==> src/rtl/u8sd_pkg.sv <==
// Package for the UTF-8 stream decoder: result type, transfer bundle and lead-byte constants.
`default_nettype none
package u8sd_pkg;

    localparam int FIFO_DEPTH = 4;
    localparam int FIFO_AW    = $clog2(FIFO_DEPTH);
    localparam int FIFO_CW    = $clog2(FIFO_DEPTH + 1);

    localparam logic [7:0] CONT_MASK  = 8'hC0;
    localparam logic [7:0] CONT_CODE  = 8'h80;
    localparam logic [3:0] COUNT_SAT  = 4'hF;

    localparam logic [2:0] LEN_BAD = 3'd0;
    localparam logic [2:0] LEN_1   = 3'd1;
    localparam logic [2:0] LEN_2   = 3'd2;
    localparam logic [2:0] LEN_3   = 3'd3;
    localparam logic [2:0] LEN_4   = 3'd4;
    localparam logic [2:0] LEN_5   = 3'd5;
    localparam logic [2:0] LEN_6   = 3'd6;

    typedef struct packed {
        logic [31:0] code_point;
        logic [3:0]  byte_count;
        logic        length_mismatch;
        logic        bad_lead;
        logic        last_of_run;
    } result_t;

    // Up to two results produced by one input byte, in delivery order.
    typedef struct packed {
        logic [1:0] count;
        result_t    first;
        result_t    second;
    } result_pair_t;

    typedef struct packed {
        logic [31:0] value;
        logic [2:0]  exp_len;
        logic        bad;
    } lead_t;

    function automatic lead_t decode_lead(input logic [7:0] b);
        lead_t d;
        d = '{value: 32'd0, exp_len: LEN_BAD, bad: 1'b0};
        priority casez (b)
            8'b0???????: d = '{value: {25'd0, b[6:0]}, exp_len: LEN_1, bad: 1'b0};
            8'b10??????: d = '{value: {26'd0, b[5:0]}, exp_len: LEN_BAD, bad: 1'b1};
            8'b110?????: d = '{value: {27'd0, b[4:0]}, exp_len: LEN_2, bad: 1'b0};
            8'b1110????: d = '{value: {28'd0, b[3:0]}, exp_len: LEN_3, bad: 1'b0};
            8'b11110???: d = '{value: {29'd0, b[2:0]}, exp_len: LEN_4, bad: 1'b0};
            8'b111110??: d = '{value: {30'd0, b[1:0]}, exp_len: LEN_5, bad: 1'b0};
            8'b1111110?: d = '{value: {31'd0, b[0]},   exp_len: LEN_6, bad: 1'b0};
            default:     d = '{value: 32'd0,           exp_len: LEN_BAD, bad: 1'b1};
        endcase
        return d;
    endfunction

endpackage
`default_nettype wire

==> src/rtl/u8sd_core.sv <==
// Decoder state and per-byte decode: accumulates a character and forms its results.
`default_nettype none
module u8sd_core (
    input  wire logic                  aclk,
    input  wire logic                  aresetn,
    input  wire logic                  step,
    input  wire logic [7:0]            data_byte,
    input  wire logic                  end_of_buffer,
    output u8sd_pkg::result_pair_t     results
);
    import u8sd_pkg::*;

    logic        pending_reg, pending_next;
    logic [31:0] acc_reg, acc_next;
    logic [2:0]  exp_reg, exp_next;
    logic [3:0]  seen_reg, seen_next;
    logic        bad_reg, bad_next;

    logic    is_cont, absorb, emit_prev;
    lead_t   lead;
    result_t prev_res, cur_res;

    assign is_cont   = (data_byte & CONT_MASK) == CONT_CODE;
    assign absorb    = is_cont && pending_reg;
    assign emit_prev = pending_reg && !absorb;
    assign lead      = decode_lead(data_byte);

    always_comb begin
        if (absorb) begin
            acc_next  = {acc_reg[25:0], data_byte[5:0]};
            seen_next = (seen_reg == COUNT_SAT) ? seen_reg : seen_reg + 4'd1;
            exp_next  = exp_reg;
            bad_next  = bad_reg;
        end else begin
            acc_next  = lead.value;
            seen_next = 4'd1;
            exp_next  = lead.exp_len;
            bad_next  = lead.bad;
        end
        pending_next = !end_of_buffer;
    end

    always_comb begin
        prev_res.code_point      = acc_reg;
        prev_res.byte_count      = seen_reg;
        prev_res.length_mismatch = seen_reg != {1'b0, exp_reg};
        prev_res.bad_lead        = bad_reg;
        prev_res.last_of_run     = !end_of_buffer;

        cur_res.code_point      = acc_next;
        cur_res.byte_count      = seen_next;
        cur_res.length_mismatch = seen_next != {1'b0, exp_next};
        cur_res.bad_lead        = bad_next;
        cur_res.last_of_run     = 1'b1;

        results.count  = {1'b0, emit_prev} + {1'b0, end_of_buffer};
        results.first  = emit_prev ? prev_res : cur_res;
        results.second = cur_res;
    end

    always_ff @(posedge aclk) begin
        if (!aresetn) begin
            pending_reg <= 1'b0;
            acc_reg     <= '0;
            exp_reg     <= '0;
            seen_reg    <= '0;
            bad_reg     <= 1'b0;
        end else if (step) begin
            pending_reg <= pending_next;
            acc_reg     <= acc_next;
            exp_reg     <= exp_next;
            seen_reg    <= seen_next;
            bad_reg     <= bad_next;
        end
    end

`ifndef SYNTHESIS
    a_eob_flushes: assert property (@(posedge aclk) disable iff (!aresetn)
        step && end_of_buffer |=> !pending_reg)
        else $error("character still pending after end-of-buffer");
    a_eob_yields: assert property (@(posedge aclk) disable iff (!aresetn)
        step && end_of_buffer |-> results.count != 2'd0)
        else $error("end-of-buffer byte produced no result");
    a_pending_seen: assert property (@(posedge aclk) disable iff (!aresetn)
        pending_reg |-> seen_reg != 4'd0)
        else $error("pending character with zero byte count");
`endif

endmodule
`default_nettype wire

==> src/rtl/u8sd_result_fifo.sv <==
// Result queue: takes up to two results per cycle, delivers one per transfer.
`default_nettype none
module u8sd_result_fifo (
    input  wire logic                  aclk,
    input  wire logic                  aresetn,
    input  wire logic                  push,
    input  wire u8sd_pkg::result_pair_t push_data,
    output logic                       room,
    output logic                       out_valid,
    input  wire logic                  out_ready,
    output u8sd_pkg::result_t          out_data
);
    import u8sd_pkg::*;

    result_t              entry_reg [FIFO_DEPTH];
    logic [FIFO_AW-1:0]   wr_ptr_reg, wr_ptr_next;
    logic [FIFO_AW-1:0]   rd_ptr_reg, rd_ptr_next;
    logic [FIFO_CW-1:0]   count_reg, count_next;
    logic [1:0]           push_n;
    logic                 pop;

    assign push_n    = push ? push_data.count : 2'd0;
    assign pop       = out_valid && out_ready;
    assign out_valid = count_reg != '0;
    assign out_data  = entry_reg[rd_ptr_reg];
    assign room      = count_reg <= FIFO_CW'(FIFO_DEPTH - 2);

    always_comb begin
        wr_ptr_next = wr_ptr_reg + FIFO_AW'(push_n);
        rd_ptr_next = rd_ptr_reg + FIFO_AW'(pop);
        count_next  = count_reg + FIFO_CW'(push_n) - FIFO_CW'(pop);
    end

    always_ff @(posedge aclk) begin
        if (push_n != 2'd0) begin
            entry_reg[wr_ptr_reg] <= push_data.first;
        end
        if (push_n == 2'd2) begin
            entry_reg[wr_ptr_reg + FIFO_AW'(1)] <= push_data.second;
        end
    end

    always_ff @(posedge aclk) begin
        if (!aresetn) begin
            wr_ptr_reg <= '0;
            rd_ptr_reg <= '0;
            count_reg  <= '0;
        end else begin
            wr_ptr_reg <= wr_ptr_next;
            rd_ptr_reg <= rd_ptr_next;
            count_reg  <= count_next;
        end
    end

`ifndef SYNTHESIS
    a_no_overflow: assert property (@(posedge aclk) disable iff (!aresetn)
        push |-> room)
        else $error("result queue written without room");
    a_count_bound: assert property (@(posedge aclk) disable iff (!aresetn)
        count_reg <= FIFO_CW'(FIFO_DEPTH))
        else $error("result queue count out of range");
    a_ptr_track: assert property (@(posedge aclk) disable iff (!aresetn)
        (wr_ptr_reg - rd_ptr_reg) == count_reg[FIFO_AW-1:0])
        else $error("result queue pointers disagree with count");
`endif

endmodule
`default_nettype wire

==> src/rtl/utf8_stream_decoder_unit.sv <==
// UTF-8 stream decoder top level: input register, decode core and result queue.
//
// Accepts one byte per transfer, one per cycle when results drain as fast as they
// are produced. A byte is held in an input register, decoded once the queue has
// room, and its results (none, one or two) enter a four-entry queue that drives
// the m_ channel; the first result is offered on m_ once it has been written
// into the queue.
// An input byte is decoded only while the queue has room for two results, so the
// sustained rate is one byte per cycle unless two-result bytes (end-of-buffer on
// a new lead) or m_ready stalls outpace the one-result-per-cycle output port.
`default_nettype none
module utf8_stream_decoder_unit (
    input  wire logic        aclk,
    input  wire logic        aresetn,
    input  wire logic        s_valid,
    output logic             s_ready,
    input  wire logic [7:0]  s_data_byte,
    input  wire logic        s_end_of_buffer,
    output logic             m_valid,
    input  wire logic        m_ready,
    output logic [31:0]      m_code_point,
    output logic [3:0]       m_byte_count,
    output logic             m_length_mismatch,
    output logic             m_bad_lead,
    output logic             m_last_of_run
);
    import u8sd_pkg::*;

    logic         in_valid_reg, in_valid_next;
    logic [7:0]   byte_reg;
    logic         eob_reg;
    logic         room, step, s_fire;
    result_pair_t results;
    result_t      out_res;

    assign step    = in_valid_reg && room;
    assign s_ready = !in_valid_reg || step;
    assign s_fire  = s_valid && s_ready;

    always_comb begin
        if (s_fire) begin
            in_valid_next = 1'b1;
        end else if (step) begin
            in_valid_next = 1'b0;
        end else begin
            in_valid_next = in_valid_reg;
        end
    end

    always_ff @(posedge aclk) begin
        if (!aresetn) begin
            in_valid_reg <= 1'b0;
        end else begin
            in_valid_reg <= in_valid_next;
        end
    end

    always_ff @(posedge aclk) begin
        if (s_fire) begin
            byte_reg <= s_data_byte;
            eob_reg  <= s_end_of_buffer;
        end
    end

    u8sd_core u_core (
        .aclk          (aclk),
        .aresetn       (aresetn),
        .step          (step),
        .data_byte     (byte_reg),
        .end_of_buffer (eob_reg),
        .results       (results)
    );

    u8sd_result_fifo u_fifo (
        .aclk      (aclk),
        .aresetn   (aresetn),
        .push      (step),
        .push_data (results),
        .room      (room),
        .out_valid (m_valid),
        .out_ready (m_ready),
        .out_data  (out_res)
    );

    assign m_code_point      = out_res.code_point;
    assign m_byte_count      = out_res.byte_count;
    assign m_length_mismatch = out_res.length_mismatch;
    assign m_bad_lead        = out_res.bad_lead;
    assign m_last_of_run     = out_res.last_of_run;

`ifndef SYNTHESIS
    a_hold_when_blocked: assert property (@(posedge aclk) disable iff (!aresetn)
        in_valid_reg && !room |=> in_valid_reg && $stable(byte_reg) && $stable(eob_reg))
        else $error("held input byte lost while queue full");
    a_ready_when_empty: assert property (@(posedge aclk) disable iff (!aresetn)
        !in_valid_reg |-> s_ready)
        else $error("input not ready with empty input register");
    a_step_then_output: assert property (@(posedge aclk) disable iff (!aresetn)
        step && eob_reg |=> m_valid)
        else $error("end-of-buffer byte decoded but no result queued");
`endif

endmodule
`default_nettype wire

==> config.mk <==
export PLATFORM = sky130hd
export DESIGN_NAME = utf8_stream_decoder_unit
export DESIGN_NICKNAME = d
export VERILOG_FILES = /design/src/rtl/u8sd_pkg.sv /design/src/rtl/u8sd_core.sv /design/src/rtl/u8sd_result_fifo.sv /design/src/rtl/utf8_stream_decoder_unit.sv
export SDC_FILE = /design/constraint.sdc
export NUM_CORES = 1
export LEC_CHECK = 0
export BUFFER_PORTS_ARGS = -buffer_cell sky130_fd_sc_hd__buf_2
export CAP_MARGIN = 20
export CORE_UTILIZATION = 55
export DETAILED_ROUTE_END_ITERATION = 8
export MAX_ROUTING_LAYER = met4
export PLACE_DENSITY = 0.73
export SLEW_MARGIN = 10
export SYNTH_ARGS = -nofsm -noshare
export SYNTH_HDL_FRONTEND = slang
export SYNTH_HIERARCHICAL = 1
export SYNTH_SLANG_ARGS = --single-unit
==> constraint.sdc <==
create_clock -name aclk -period 6.6 [get_ports aclk]
set_input_delay 0.66 -clock aclk [delete_from_list [all_inputs] [get_ports aclk]]
set_output_delay 0.66 -clock aclk [all_outputs]
set_load 0.1 [all_outputs]
* After elaboration in Yosys (flattened, before gate mapping)
Memory sizes are Yosys's and may differ from the RTL's. A register that Yosys moved wholly into a read port is not among the register bits.
Index checks and enable logic that the tools add are counted.
** Word-level totals
- Output and inout bits :: 41
- Input bits :: 13
- Memories :: 1
- Register bits :: 58
- Memory bits (writable) :: 156
** Memory list
- u_fifo.entry_reg :: depth 4, bits a word 39, read ports 1, clocked after Yosys merged registers in 1, write ports 2, line u8sd_result_fifo.sv:15 : result_t entry_reg [FIFO_DEPTH];
** Cells by class
- Bitwise logic cells :: 1
- Order comparisons :: 1
- Reduce and logical (&&, ||, !) cells :: 12
- Mux-type cells :: 15
- Equality and inequality tests :: 10
- Add/subtract/negate cells :: 7
** Operators with widths (count)
- case mux 11 bit (7 select lines) :: 1
- 2-to-1 mux 39 bit :: 1
- 2-to-1 mux 32 bit :: 1
- == test 4 bit (second input constant) :: 2
- 2-to-1 mux 4 bit :: 2
- inequality test 4 x 3 -> 1 bit :: 2
- == test 7 bit (second input constant) :: 1
- 2-to-1 mux 1 bit :: 7
- == test 6 bit (second input constant) :: 1
- == test 5 bit (second input constant) :: 1
- logical AND 1 bit :: 5
- adder 4 x 1 -> 4 bit (second input constant) :: 1
- == test 2 bit (second input constant) :: 2
- 2-to-1 mux 2 bit :: 2
- nonzero test 2 bit :: 2
- adder 3 x 2 -> 3 bit :: 1
- == test 3 bit (second input constant) :: 1
- less-or-equal comparator 3 x 2 -> 1 bit (second input constant) :: 1
- logical NOT 1 bit :: 3
- 2-to-1 mux 3 bit :: 1
- nonzero test 3 bit :: 1
- subtractor 3 x 1 -> 3 bit :: 1
- adder 1 x 1 -> 2 bit :: 1
- adder 2 x 1 -> 2 bit :: 1
- 4 further kinds :: 4

* Logic depth before layout (Yosys ltp)
Gate-level depths: netlist (run 1).
- Depth after elaboration :: 9
- Mapped depth :: 13
- Depth with buffers taken out :: 12

* Modules after synthesis
Netlist (run 1), hierarchy kept.
** By module, submodules not included
- u8sd_result_fifo :: area each 7961.4 um^2, times used 1, cells each 432, seq. area each 4824.6 um^2
- u8sd_core :: area each 2441.1 um^2, times used 1, cells each 306, seq. area each 820.8 um^2
- utf8_stream_decoder_unit :: area each 335.3 um^2, times used 1, cells each 15, seq. area each 290.3 um^2

* Worst setup path after synthesis (run 1)
No wires, ideal clock.
- Kind :: reg-to-reg
- Start point :: reg byte_reg[7]
- End point :: mem u_fifo/entry_reg[1][0] (netlist name), enable pin
- Path slack :: 2.788 ns
- Arrival :: 3.376 ns
- Stages on the path, launching flop included :: 9
- Data required time :: 6.165 ns
- Setup time :: 0.435 ns
- Path through :: edfxtp_1 > nand2b_1 > nand2_1 > inv_1 > clkbuf_1 > ha_1 > mux2_2 > nand2_1 > nor2_1
** RTL lines
- start, declared :: line utf8_stream_decoder_unit.sv:30 : logic [7:0] byte_reg;
- start signal, assigned :: line utf8_stream_decoder_unit.sv:60 : byte_reg <= s_data_byte;
- end, declared :: line u8sd_result_fifo.sv:15

==> qor.txt, run 1 <==
Final Cycle Share = 0.598
Die W = 142 um
Routed WL per cell = 21.0 um
Final setup violation count = 0
Hold WS = 0.326 ns
vias in the first global route = 6,622
Max-Cap Viols = 0
Reg clk slew, reported paths = 0.06 ns
GR Overflow Total = 0
Detailed Routing Iterations Pass 1 = 5
number of synthesized flops with an enable pin = 165
H-tree depth = 1
CP Capture Type = flop
Primary FF master, synth = edfxtp_1
Worst Hold End = byte_reg[4]$_DFFE_PP_
Port Buffers = 53
RSZ-0062 raised after global routing = false
Period minus WS final = 3.95 ns
drt drc = 0
met1 Track Usage GR = 0.304
largest net degree at the start of global routing = 84
cts repair resizes = 0
Min-Delay Startpoint = s_data_byte[4]
postcts setup bufs = 0
reg2reg setup slack = 2.65 ns
synthesis-stage register bit count = 214
Worst Clk Skew = 0.00884 ns
total core area = 18,900 um2
Leak = 4.49 nW
status = completed
CP Launch Type = flop
Avg Cell Area, Syn = 14.3 um2
first-pass GRT wire length = 35,900 um
top post-synthesis cells by area = edfxtp_1 46%, mux2_2 16%, dfxtp_1 9.1%
FF-to-FF path depth = 8
via count = 6,297
Starting Density = 0.568
CTS tree = done
Cell Area, Synth = 10,700 um2
Cells after Synth = 753
Most Crowded Layer GR = met2
worst endpoint required time = 6.86 ns
FP Rows = 50
hold path depth = 1
Mapped Nets = 773
power per cell area = 348 nW/um2
Max VDD drop = 261 uV
Final TNS setup = 0 ns
max_slew headroom = 0.426
NumNets Final = 816
RePlAce Congestion = 0.872
Total Routing Usage GR = 0.239
root buffer cell = clkbuf_16
critical path class = reg2reg
I/O pins = 54
top cells by count, synth = 165 x edfxtp_1, 153 x mux2_2, 49 x dfxtp_1, 43 x nand2_1, 39 x mux4_2
post-synth top area share = 0.461
Yosys cell types = 59
crit path max fanout = 20
post-route ant nets = 0
FFs w/ async S/R, synth = 0
Seq/Total Area, Yosys = 0.553
GR Util met3 = 0.0310
RR Endpoint = u_fifo/entry_reg[3][1]$_DFFE_PP_
die height = 142 um
Yosys top cell by area = edfxtp_1
warnings from Yosys = 6
Fin. Hold Viols = 0
Clock Latency Late Sink = 0.51 ns
maximum clock frequency = 253 MHz
Detail Placement HPWL = 13,600 um
initial antenna violation count = 0
r2r startpoint = byte_reg[6]$_DFFE_PP_
WP data arrival = 4.21 ns
top-count cell post-synth = edfxtp_1
Final Routed Wirelength = 22,500 um
Num CTS Buffers = 24
clock buffer depth = 3
Syn-to-layout area delta = 11.5%
n_diodes = 0
max reg flops = 156
fraction of layout cells with a size suffix above 1 = 0.401
fin. max-slew vios = 0
Slew @ Worst Pin = 0.861 ns
DIE AREA = 20,100 um2
met2 Use GR = 0.409
DRT iter0 DRCs = 375
worst min-delay path class = in2reg
Post-CTS Hold Buffers = 0
Via density = 5.87
Num Clock Sinks = 214
## area by class of cell
cell class / count / area (um2)
clock buffers: 32 / 692
repair buffers: 65 / 380
multi-input cells: 480 / 4550
clock inverters: 11 / 48.8
inverters: 11 / 41.3
flip-flops and latches: 214 / 5940
well taps: 260 / 325
fillers: 1422 / 6920
## report_power, final
group,switching (mW),internal [mW],total [mW]
clock,0.506,0.729,1.24
sequential,0.0391,1.52,1.56
combinational,1.03,0.345,1.37
## metal layers
layer,part of all wire,up-vias
li1,-,2934
met1,0.44,3185
met2,0.50,147
met3,0.041,31
met4,0.013,0
met5,0,-
## critical path, cell delays in order, from the launching register on
cell and delay (ns):
edfxtp_1 0.47, nand2b_1 0.24, nand2_1 0.43, inv_1 0.24, ha_1 0.40, nand3b_1 0.39
nor2_4 0.65, buf_4 0.45, mux2_2 0.39
## layout by cell type (no fill, tap or decap), drive strengths merged, types with 4 or more instances in the layout
cell type / count
edfxtp: 165
mux2: 164
buf: 65
dfxtp: 49
nand2: 44
mux4: 39
and2: 39
a21oi: 36
nand2b: 34
clkbuf: 32
a21o: 27
nor2: 23
inv: 11
clkinv: 11
xnor2: 9
nand3: 8
mux2i: 7
ha: 6
o21a: 4
## how the worst max path moves through the flow
stage          slack (ns)                  start                                to  depth (start not counted)
6_report             2.65  byte_reg[6]$_DFFE_PP_  u_fifo/entry_reg[3][1]$_DFFE_PP_                          8
5_1_grt              2.48  byte_reg[6]$_DFFE_PP_  u_fifo/entry_reg[2][7]$_DFFE_PP_                          8
4_1_cts              2.68  byte_reg[6]$_DFFE_PP_  u_fifo/entry_reg[2][1]$_DFFE_PP_                          8
3_5_place_dp         2.70  byte_reg[6]$_DFFE_PP_  u_fifo/entry_reg[2][1]$_DFFE_PP_                          8
3_3_place_gp         2.87  byte_reg[6]$_DFFE_PP_  u_fifo/entry_reg[2][3]$_DFFE_PP_                          8
2_1_floorplan        2.79  byte_reg[7]$_DFFE_PP_  u_fifo/entry_reg[1][0]$_DFFE_PP_                          8
## per-stage QoR
stage	setup WS (ns)	power (mW)	area, um2	instances	util
3_5_place_dp	2.70	2.97	11200	1028	0.593
6_report	2.65	4.17	12000	1073	0.634
3_3_place_gp	2.87	2.95	11200	1028	0.593
5_1_grt	2.48	4.33	12000	1073	0.634
2_1_floorplan	2.79	2.76	10700	753	-
4_1_cts	2.68	4.20	11900	1071	0.632
## cells by family after synthesis
group | count (synthesis) | share of synthesized area
other | 1 | 0.000349
muxes | 210 | 0.264
DFF | 214 | 0.553
buffers and inverters | 59 | 0.0266
and+or+nand+nor | 164 | 0.0848
AOI/OAI and AO/OA | 87 | 0.0538
xor gates and xnor gates | 11 | 0.00897
adders and majority gates | 7 | 0.00886
No activity file was read; power rests on OpenSTA's default activity.
==> run 2: changes to the inputs <==
--- a/config.mk
+++ b/config.mk
@@ -10,7 +10,7 @@
 export CORE_UTILIZATION = 55
 export DETAILED_ROUTE_END_ITERATION = 8
 export MAX_ROUTING_LAYER = met4
-export PLACE_DENSITY = 0.73
+export PLACE_DENSITY = 0.76
 export SLEW_MARGIN = 10
 export SYNTH_ARGS = -nofsm -noshare
 export SYNTH_HDL_FRONTEND = slang
==> constraint.sdc (replaced) <==
create_clock -name aclk -period 3.4 [get_ports aclk]
set_input_delay 0.34 -clock aclk [delete_from_list [all_inputs] [get_ports aclk]]
set_output_delay 0.34 -clock aclk [all_outputs]
set_load 0.1 [all_outputs]
==> qor.txt, run 2 (synthesized netlist as in run 1, its figures left out) <==
Hold WS = 0.0280 ns (-0.298 ns)
Period minus WS final = 2.92 ns (-1.03 ns)
Starting Density = 0.568 (unchanged)
PnR worst setup slack = 0.481 ns (-2.17 ns)
Port Buffers = 53 (unchanged)
Via density = 5.96 (+1.5%)
max reg flops = 156 (unchanged)
H-tree depth = 1 (unchanged)
Max VDD drop = 597 uV (+130%)
Finished Layout Cells = 1,094 (+2.0%)
total core area = 18,900 um2 (unchanged)
Clock Latency Late Sink = 0.52 ns (about the same)
FP Rows = 50 (unchanged)
Detail Placement HPWL = 14,100 um (+3.9%)
DP Area = 11,300 um2 (+1.2%)
status = completed
Routed WL per cell = 21.7 um (+3.3%)
Num Clock Sinks = 214 (unchanged)
Placed Cells = 1,042 (+1.4%)
Num CTS Buffers = 24 (unchanged)
root buffer cell = clkbuf_16
first-pass GRT wire length = 37,700 um (+5.1%)
CP Capture Type = flop
pre-CTS setup slack = 0.530 ns (-2.17 ns)
vias in the first global route = 7,031 (+6.2%)
Final Cycle Share = 0.859 (+0.260)
power per cell area = 685 nW/um2 (+97%)
RSZ-0062 raised after global routing = false
NumNets Final = 836 (+2.5%)
maximum clock frequency = 343 MHz (+35%)
cts repair resizes = 0 (unchanged)
n_diodes = 0 (unchanged)
largest net degree at the start of global routing = 69 (-18%)
crit path max fanout = 23 (+15%)
worst endpoint required time = 3.65 ns (-3.21 ns)
I/O pins = 54 (unchanged)
final instance area = 12,200 um2 (+2.0%)
reg2reg setup slack = 0.48 ns (-2.17 ns)
WP data arrival = 3.17 ns (-1.04 ns)
critical path class = reg2reg
DRT iter0 DRCs = 383 (+2.1%)
CP Launch Type = flop
Final TNS setup = 0 ns (unchanged)
Syn-to-layout area delta = 13.8%
most frequent cells in the layout = 165 x edfxtp_1, 153 x mux2_2, 53 x buf_2
clock buffer depth = 3 (unchanged)
fraction of layout cells with a size suffix above 1 = 0.409 (+0.00789)
post-route ant nets = 0 (unchanged)
drt drc = 0 (unchanged)
CTS tree = done
initial antenna violation count = 0 (unchanged)
die height = 142 um (unchanged)
via count = 6,515 (+3.5%)
Total Routing Usage GR = 0.254 (+0.0141)
Reg clk slew, reported paths = 0.06 ns (about the same)
Final setup violation count = 0 (unchanged)
fin. max-slew vios = 0 (unchanged)
Detailed Routing Iterations Pass 1 = 5 (unchanged)
most common cell after layout, fill and taps aside = edfxtp_1
Max-Cap Viols = 0 (unchanged)
worst min-delay path class = in2reg
hold path depth = 1 (unchanged)
RePlAce Congestion = 0.870 (-0.28%)
GR Overflow Total = 0 (unchanged)
Fin. Hold Viols = 0 (unchanged)
DIE AREA = 20,100 um2 (unchanged)
Die W = 142 um (unchanged)
max_slew headroom = 0.490 (+0.0646)
FF-to-FF path depth = 9 (+1)
Slew @ Worst Pin = 0.764 ns (-0.0970 ns)
Leak = 4.62 nW (+2.9%)
Final Routed Wirelength = 23,800 um (+5.4%)
Worst Clk Skew = 0.0248 ns (+0.0160 ns)
==> run 2: report_power, final <==
part           switching (mW)  internal (mW)  total (mW)
Sequential              0.138           2.95        3.09
Combinational            1.95          0.700        2.65
Clock                    1.01           1.61        2.63
==> run 2: cell type report <==
| class | count | area (um2) |
|---|---|---|
| timing repair buffer | 85 | 551 |
| clock buffer | 32 | 672 |
| tap | 260 | 325 |
| sequential | 214 | 5940 |
| clock inverter | 12 | 138 |
| inverter | 11 | 41.3 |
| fill | 1375 | 6680 |
| multi-input combinational | 480 | 4550 |
==> run 2: worst max-delay path, stage by stage (launching register included) <==
cell	delay, ns
edfxtp_1	0.51
nand2b_1	0.19
nand2_1	0.08
inv_1	0.22
ha_1	0.34
nand3b_1	0.22
buf_4	0.19
nor2_4	0.11
buf_4	0.40
mux2_2	0.39
==> run 2: worst paths after layout <==
kind	to	start
max reg2reg	u_fifo/entry_reg[2][29]$_DFFE_PP_	byte_reg[7]$_DFFE_PP_
min reg2reg	u_core/acc_reg[26]$_SDFFE_PN0P_	u_core/acc_reg[26]$_SDFFE_PN0P_
min	byte_reg[7]$_DFFE_PP_	s_data_byte[7]
max	u_fifo/entry_reg[2][29]$_DFFE_PP_	byte_reg[7]$_DFFE_PP_
==> run 2: metrics by stage <==
stage	total power, mW	util
finish	8.37	0.647
CTS	8.44	0.647
global placement	5.76	0.599
detailed placement	5.79	0.599
global route	8.65	0.647
floorplan	5.35	-
==> run 2: routing by layer <==
metal / part of all wire / vias to the layer above / global-route usage
li1: - / 2976 / -
met1: 0.39 / 3266 / 0.296
met2: 0.51 / 209 / 0.439
met3: 0.061 / 64 / 0.0425
met4: 0.031 / 0 / 0.0962
met5: 0 / - / -
==> run 2: repair_timing <==
action / 4_1_cts / 5_1_grt
setup buffers: 0 / 0
hold buffers: 8 / 0
endpoints found under the hold margin: 8 / 0
